## src/sv/ppc_mod_add.sv

```systemverilog
module ppc_mod_add #(
  parameter int unsigned VW = 13
) (
  input  logic [VW-1:0] a_i,
  input  logic [VW-1:0] b_i,
  input  logic [VW-1:0] mod_i,
  output logic [VW-1:0] sum_o
);

  logic [VW:0] raw;

  // Both operands are already below the modulus, so one subtraction suffices.
  always_comb begin
    raw = {1'b0, a_i} + {1'b0, b_i};
    if (raw >= {1'b0, mod_i}) begin
      sum_o = VW'(raw - {1'b0, mod_i});
    end else begin
      sum_o = raw[VW-1:0];
    end
  end

endmodule

```

## config.mk

```make
export PLATFORM = sky130hd
export DESIGN_NAME = ppc_mod_add
export DESIGN_NICKNAME = d
export VERILOG_FILES = /design/src/sv/ppc_mod_add.sv
export SDC_FILE = /design/constraint.sdc
export NUM_CORES = 1
export LEC_CHECK = 0
export BUFFER_PORTS_ARGS = -buffer_cell sky130_fd_sc_hd__buf_4
export CORE_MARGIN = 5
export CORE_UTILIZATION = 47
export DETAILED_ROUTE_END_ITERATION = 6
export GPL_TIMING_DRIVEN = 0
export PLACE_DENSITY = 0.76
export SYNTH_ARGS = -nofsm -noshare
export SYNTH_HDL_FRONTEND = slang
export SYNTH_SLANG_ARGS = --single-unit
```

## constraint.sdc

```tcl
create_clock -name vclk -period 5.77
set_input_delay 0.577 -clock vclk [all_inputs]
set_output_delay 0.577 -clock vclk [all_outputs]
set_load 0.02 [all_outputs]
```

# ---- Yosys cells after proc, flatten, opt, wreduce, memory -nomap -nowiden
# Cells that the tools add are included.
dict set report word_totals {
  ff_bits 0
  input_bits 39
  output_inout_bits 13
  elab_cells 4
}
dict set report classes {
  add_sub_neg 2
  n_lt_le_gt_ge 1
  n_mux 1
}
# op count
set ops {}
lappend ops {{$add A13 B13 Y14} 1}
lappend ops {{$ge A14 B13 Y1} 1}
lappend ops {{$mux W13} 1}
lappend ops {{$sub A13 B13 Y13} 1}

# ---- Longest topological paths before layout
# Gate-level depths: netlist of the first run.
dict set report depth {
  ltp_word 3
  mapped_depth 16
}

# ---- Worst setup path after synthesis of the first run
# No wires, ideal clock.
dict set report synth_timing {
  kind {in2out}
  startpoint {input a_i[0]}
  endpoint {output sum_o[0]}
  arrival_ps 3997
  required_ps 5193
  setup_slack_ps 1196
  cell_stages 16
  n_path_buf 1
  cell_sequence {ha_1 inv_1 fa_1 nor2b_4 o31a_1 a221oi_4 or4b_1 o211ai_2 ha_1 nand2_1 o21ai_0 o21ai_0 a22oi_1 a31oi_1 buf_4 mux2i_1}
}
dict set report synth_between {
  elab_chain_len 3
  elab_cells_between_ends 4
  cone_classes {add/sub (2); order compare (1); mux (1)}
}
# element line_no
set synth_lines {}
lappend synth_lines {{start: declaration} 4} ;# input logic [VW-1:0] a_i,
lappend synth_lines {{$add A13 B13 Y14 *} 14} ;# raw = {1'b0, a_i} + {1'b0, b_i};
lappend synth_lines {{$sub A13 B13 Y13 / $ge A14 B13 Y1 (equally long branches)} {16, 15}}
lappend synth_lines {{$mux W13 *} 15} ;# if (raw >= {1'b0, mod_i}) begin
lappend synth_lines {{end: declaration} 7} ;# output logic [VW-1:0] sum_o
# Mark *: on every way between the ends. The rest lies on a longest branch, timed or not.

# ---- Worst setup path in the final report of the first run
dict set report layout_timing {
  startpoint {input a_i[0]}
  endpoint {output sum_o[3]}
}
# The elaborated chain is that of the path after synthesis.

==> metrics.md, run 1 <==
| Metric | Value |
|---|---|
| Sw Ratio | 0.521 |
| Power Total | 467 µW |
| DRT Pass-1 Iters | 4 |
| GR peak layer | met2 |
| Routed WL | 3200 µm |
| Syn-to-layout area delta | 30.2% |
| Final Max Slew Viols | 0 |
| Minimum clock period | 5.11 ns |
| Register area share after synthesis | 0 |
| Synth warn | 0 |
| Avg Cell Area, Syn | between 7 and 8 µm² |
| Post-Route Setup TNS | 0 ns |
| Syn nets | about 260 |
| Core region area | a little under 3000 µm² |
| First-pass GRT wire length | between 5000 and 6000 µm |
| Die ar. | ~4200 µm² |
| RSZ-0062 raised after global routing | false |
| DP Wirelength | 2840 µm |
| Clock Power Share | 0 |
| Maximum vdd drop | approximately 0.18 mV |
| Syn Inst Count | 191 |
| Final-report hold violation count | 0 |
| I/O Buffers | 52 |
| Rows | 20 |
| Detailed-route via count | approximately 1500 |
| Seq cells | 0 |
| Met1 Use GR | 0.205 |
| Die width | 65.1 µm |
| Diodes inserted | 0 |
| Class of the worst hold path | primary input to output pin |
| Rel. slew slack | 0.717 |
| GPL Wtd Cong | between 0.7 and 0.8 |
| Reg area | 0 µm² |
| Post-cts sizing count | 0 |
| # IOs | 52 |
| Combinational power share | 1.000 |
| Via/cell ratio | about 5.5 |
| Fillcell total | 300 |
| Max Cap Viol | 0 |
| Postcts setup bufs | 0 |
| Layout clock buffers | 0 |
| Multi-input logic area | roughly 1300 µm² |
| Final setup fails | 0 |
| P_leak | between 0.0009 and 0.001 µW |
| Internal power | approximately 220 µW |
| Max frequency | 196 MHz |
| Worst endpoint data arrival time | 4.54 ns |
| Initial drt markers | 44 |
| Status | completed |
| Final period util | 0.886 |
| Worst slew pin tran | between 0.4 and 0.5 ns |
| Vias in the first global route | ~1400 |
| NetSw | approximately 240 µW |
| CP endpoint kind | output pin |
| Total GRT Usage | 0.146 |
| PD cells | between 200 and 300 nW/µm² |
| GRT overflow | 0 |
| Largest net degree at the start of global routing | 11 |
| Synth cell types | 44 |
| Layout cell share with drive strength beyond 1 | 0.280 |
| Post-DRT Antenna Nets | 0 |
| Critical Path Fanout Max | 10 |
| Critical Path RT | ~5.2 ns |
| Routing usage on met3 | 0.00513 |
| Initial cell density of the core | 0.480 |
| Met2 usage | 0.266 |
| Crit start category | primary input |
| Initial antenna violation count | 0 |
| Setup CP Type | primary input to output pin |
| Die H | between 60 and 70 µm |
| Hold buffer count at CTS | 0 |
| Post-DR wirelength/cell | around 12 µm |
| Sequential share of power | 0 |
| Drt drc | 0 |
| Area of the mapped netlist | about 1400 µm² |
| Fin nets | 312 |
cell type report:
type               count  area share
multi-input cells    165       0.714
inverters             25      0.0504
well taps             33      0.0222
plain buffers          1     0.00403
repair buffers        52       0.210
through the flow:
stage | instance area [µm²] | util | cells | hold WS, ns | setup slack, ns
after global routing | 1860 | 0.625 | 276 | 1.64 | 0.390
after floorplan | 1430 | - | 191 | 1.43 | 1.20
after global placement | 1860 | 0.625 | 276 | 1.58 | 0.671
after detailed placement | 1860 | 0.625 | 276 | 1.59 | 0.631
final | 1860 | 0.625 | 276 | 1.59 | 0.657
after CTS | 1860 | 0.625 | 276 | 1.59 | 0.614
power groups by stage:
stage / Sequential (µW) / Combinational (µW) / Clock [µW]
2_1_floorplan: 0 / 330 / 0
3_3_place_gp: 0 / 466 / 0
3_5_place_dp: 0 / 469 / 0
4_1_cts: 0 / 472 / 0
5_1_grt: 0 / 515 / 0
6_report: 0 / 467 / 0
Yosys cell counts (all sizes together), types with 3 or more instances:
master / number / area (µm²)
a21o: 4 / 30.0
nor2b: 4 / 32.5
o211ai: 3 / 27.5
nand2: 10 / 37.5
nor2: 12 / 45.0
xor2: 7 / 61.3
o21ai: 12 / 60.1
xnor2: 10 / 87.6
ha: 26 / 325
a21oi: 15 / 75.1
nand2b: 4 / 25.0
nor3b: 4 / 30.0
nand3: 4 / 20.0
a211oi: 5 / 37.5
mux2: 12 / 135
inv: 25 / 93.8
nor3: 4 / 25.0
mux2i: 3 / 30.0
cells by family (layout without fill, tap and decap cells):
| group | Yosys count | in the layout | synth area share |
|---|---|---|---|
| AOI/OAI and AO/OA | 55 | 55 | 0.263 |
| buffers and inverters | 26 | 78 | 0.0709 |
| and+or+nand+nor | 50 | 50 | 0.191 |
| adders and majority gates | 28 | 28 | 0.256 |
| xor gates and xnor gates | 17 | 17 | 0.104 |
| muxes | 15 | 15 | 0.116 |
worst paths after layout:
kind              slack [ns]  endpoint  cells after the start     start
setup / recovery        0.66  sum_o[3]                     18    a_i[0]
hold / removal          1.59  sum_o[0]                      4  mod_i[0]
worst max-delay path, stage by stage:
cell      delay, ns
buf_4          0.11
ha_1           0.22
inv_1          0.07
fa_1           0.25
nor2b_4        0.05
o31a_1         0.30
a221oi_4       0.42
or4b_1         0.49
o211ai_2       0.10
ha_1           0.29
nand2_1        0.10
o21ai_0        0.12
o21ai_0        0.18
a22oi_1        0.15
a31oi_1        0.30
buf_4          0.27
mux2_2         0.36
buf_4          0.16
placed cells by master (no fill, tap or decap), drive strengths merged, types with 2 or more instances in the layout:
master  synthesis  routed
buf             1      53
ha             26      26
inv            25      25
a21oi          15      15
nor2           12      12
mux2           12      12
o21ai          12      12
xnor2          10      10
nand2          10      10
xor2            7       7
a211oi          5       5
nand3           4       4
a21o            4       4
nand2b          4       4
nor3b           4       4
nor3            4       4
nor2b           4       4
mux2i           3       3
o211ai          3       3
o21a            2       2
o21bai          2       2
nor4            2       2
a31oi           2       2
nand4           2       2
fa              2       2
a221oi          2       2
layer usage:
metal	routed length, µm	vias up	part of all wire
met2	1550	23	0.49
met5	0	-	0
met1	1510	678	0.47
li1	-	806	-
met3	136	0	0.043
met4	0	0	0
(Power assumes the default switching activity.)
==> run 2, diff against run 1 <==
ABC_AREA = 1   (was default)
PLACE_DENSITY = 0.74   (was 0.76)
==> metrics.md, run 2 <==
| Metric | Value |
|---|---|
| Detailed-route via count | 2072 (+37%) |
| Post-synth top area cell | ha_1 |
| Status | completed |
| Syn Inst Count | 311 (+63%) |
| # IOs | 52 (unchanged) |
| RSZ-0062 raised after global routing | false |
| Most frequent cells in the layout | nand2_1, inv_1, buf_4, nand3_1 |
| Layout clock buffers | 0 (unchanged) |
| Dpl cells | 411 (+49%) |
| Setup CP Type | primary input to output pin |
| Initial antenna violation count | 0 (unchanged) |
| Critical Path RT | 5.19 ns (about the same) |
| Post-DRT Antenna Nets | 0 (unchanged) |
| Die H | 71.3 µm (+9.4%) |
| First-pass GRT wire length | 7670 µm (+43%) |
| Final period util | 0.756 (-0.130) |
| Syn nets | 378 (+47%) |
| Hold-critical path depth | 5 (+1) |
| Postcts setup bufs | 0 (unchanged) |
| Crit start category | primary input |
| Post-Route Setup TNS | 0 ns (unchanged) |
| Register area share after synthesis | 0 (unchanged) |
| Total GRT Usage | 0.174 (+0.0276) |
| Core region area | 3660 µm² (+23%) |
| Initial drt markers | 108 (+150%) |
| Area of the mapped netlist | 1760 µm² (+23%) |
| Post-synthesis mux area share | 0 (-0.116) |
| XOR/XNOR Fraction of Synth Area | 0.0695 (-0.0347) |
| Compound-Gate Fraction of Synth Area | 0.0809 (-0.182) |
| Seq cells | 0 (unchanged) |
| CP Cell Sequence | buf_4 > ha_1 > inv_1 > fa_1 > inv_1 > nand3_1 > nand3_1 > a21oi_1 > xnor2_1 > ha_1 > nand2_2 > inv_1 > a21oi_1 > nand3_2 > nand2_1 > nand2_2 > nand2_4 > buf_2 > nand3_1 > nand2_2 > buf_4 |
| Synth warn | 0 (unchanged) |
| Top post-synthesis cells by area | ha_1, nand2_1, inv_1 |
| CP endpoint kind | output pin |
| DRT Pass-1 Iters | 4 (unchanged) |
| Final-report hold violation count | 0 (unchanged) |
| Minimum clock period | 4.36 ns (-0.753 ns) |
| Synth Area in Adders | 0.207 (-0.0486) |
| Max Cap Viol | 0 (unchanged) |
| Worst endpoint data arrival time | 3.78 ns (-0.76 ns) |
| Routed WL | 4330 µm (+35%) |
| DP Wirelength | 3860 µm (+36%) |
| Final setup fails | 0 (unchanged) |
| Main combinational cell family by area after synthesis | simple AND/OR/NAND/NOR gates |
| Max frequency | 229 MHz (+17%) |
| Avg Cell Area, Syn | 5.67 µm² (-24%) |
| Diodes inserted | 0 (unchanged) |
| Final Max Slew Viols | 0 (unchanged) |
| Synth cell types | 25 (-43%) |
| Vias in the first global route | 1959 (+45%) |
| Power Total | 499 µW (+6.9%) |
| Rel. slew slack | 0.787 (+0.0693) |
| Largest stage delay, worst path | 0.40 ns (-0.09 ns) |
| Class of the worst hold path | primary input to output pin |
| Fin util | 0.605 (-0.0199) |
| PD cells | 226 nW/µm² (-10%) |
| Hold buffer count at CTS | 0 (unchanged) |
| Rows | 22 (+10%) |
| I/O Buffers | 52 (unchanged) |
| WHS Endpoint | sum_o[0] |
| Hold slack | 1.65 ns (+0.0643 ns) |
| Final instance count without filler cells | 411 (+49%) |
| Hold Crit Start | b_i[0] |
| Reg area | 0 µm² (unchanged) |
| Maximum vdd drop | 0.0831 mV (-53%) |
| Syn-to-layout area delta | 25.5% |
| P_leak | 0.00135 µW (+44%) |
| Post-cts sizing count | 0 (unchanged) |
| Synth cell count leaders | nand2_1, inv_1, nand3_1, ha_1, nand2_2 |
| CP bufs+invs | 6 (+2) |
| Die width | 71.3 µm (+9.4%) |
| Critical Path Fanout Max | 10 (unchanged) |
| Drt drc | 0 (unchanged) |
| Die ar. | 5080 µm² (+20%) |
| Layout cell share with drive strength beyond 1 | 0.253 (-0.0264) |
| Post-DR wirelength/cell | 10.5 µm (-9.0%) |
| Via/cell ratio | 5.04 (-7.7%) |
| Post-Synth Simple-Gate Area | 0.501 (+0.311) |
| Worst slew pin tran | 0.318 ns (-0.101 ns) |
| Critical-path top delay cell | fa_1 |
| Fin nets | 432 (+38%) |
| Most common cell after layout, fill and taps aside | nand2_1 |
| Largest delay contributor family on the critical path | adder cells |
| Most numerous cell in the Yosys netlist | nand2_1 |
| GPL Wtd Cong | 0.891 (+12%) |
| Largest net degree at the start of global routing | 11 (unchanged) |
| GRT overflow | 0 (unchanged) |
| Yosys top cell area share | 0.184 (-0.0433) |
| Initial cell density of the core | 0.482 (+0.00205) |
## run 2: worst min-delay path, stage by stage
cell and delay, ns:
buf_4 0.08, ha_1 0.13, nand3_1 0.08, nand2_1 0.08
buf_4 0.14
## run 2: layout make-up
| class | instances | area (µm²) |
|---|---|---|
| multi-input cells | 250 | 1520 |
| fillers | 400 | 1450 |
| repair buffers | 52 | 390 |
| inverters | 58 | 218 |
| well taps | 48 | 60.1 |
| plain buffers | 3 | 31.3 |
## run 2: how the worst max path moves through the flow
stage	from	to	cells after the start
after floorplan	a_i[0]	sum_o[10]	19
after global placement	a_i[0]	sum_o[7]	21
after detailed placement	a_i[0]	sum_o[6]	21
after CTS	a_i[0]	sum_o[6]	21
after global routing	a_i[0]	sum_o[7]	21
final	a_i[0]	sum_o[6]	21
## run 2: per-stage QoR
stage          cell area (µm²)  setup slack [ns]
5_1_grt                   2210              1.22
6_report                  2210              1.41
3_5_place_dp              2210              1.46
3_3_place_gp              2210              1.51
4_1_cts                   2210              1.45
2_1_floorplan             1760              2.20
## run 2: power breakdown
part	total, µW	switching (µW)	internal (µW)
Clock	0	0	0
Sequential	0	0	0
Combinational	499	292	207
Total	499	292	207
## run 2: layer usage
layer  track usage  vias up  wire [µm]
met5             0        -          0
met1         0.204      927       1930
met4        0.0230        0         29
met3       0.00281        4        202
li1              -     1087          -
met2         0.354       54       2170
## run 2: cells by family after synthesis
kind of cell	count (synthesis)
AND/OR/NAND/NOR	183
AO/OA/AOI/OAI	25
buffers and inverters	61
adder cells (fa/ha/maj)	28
XOR/XNOR	14
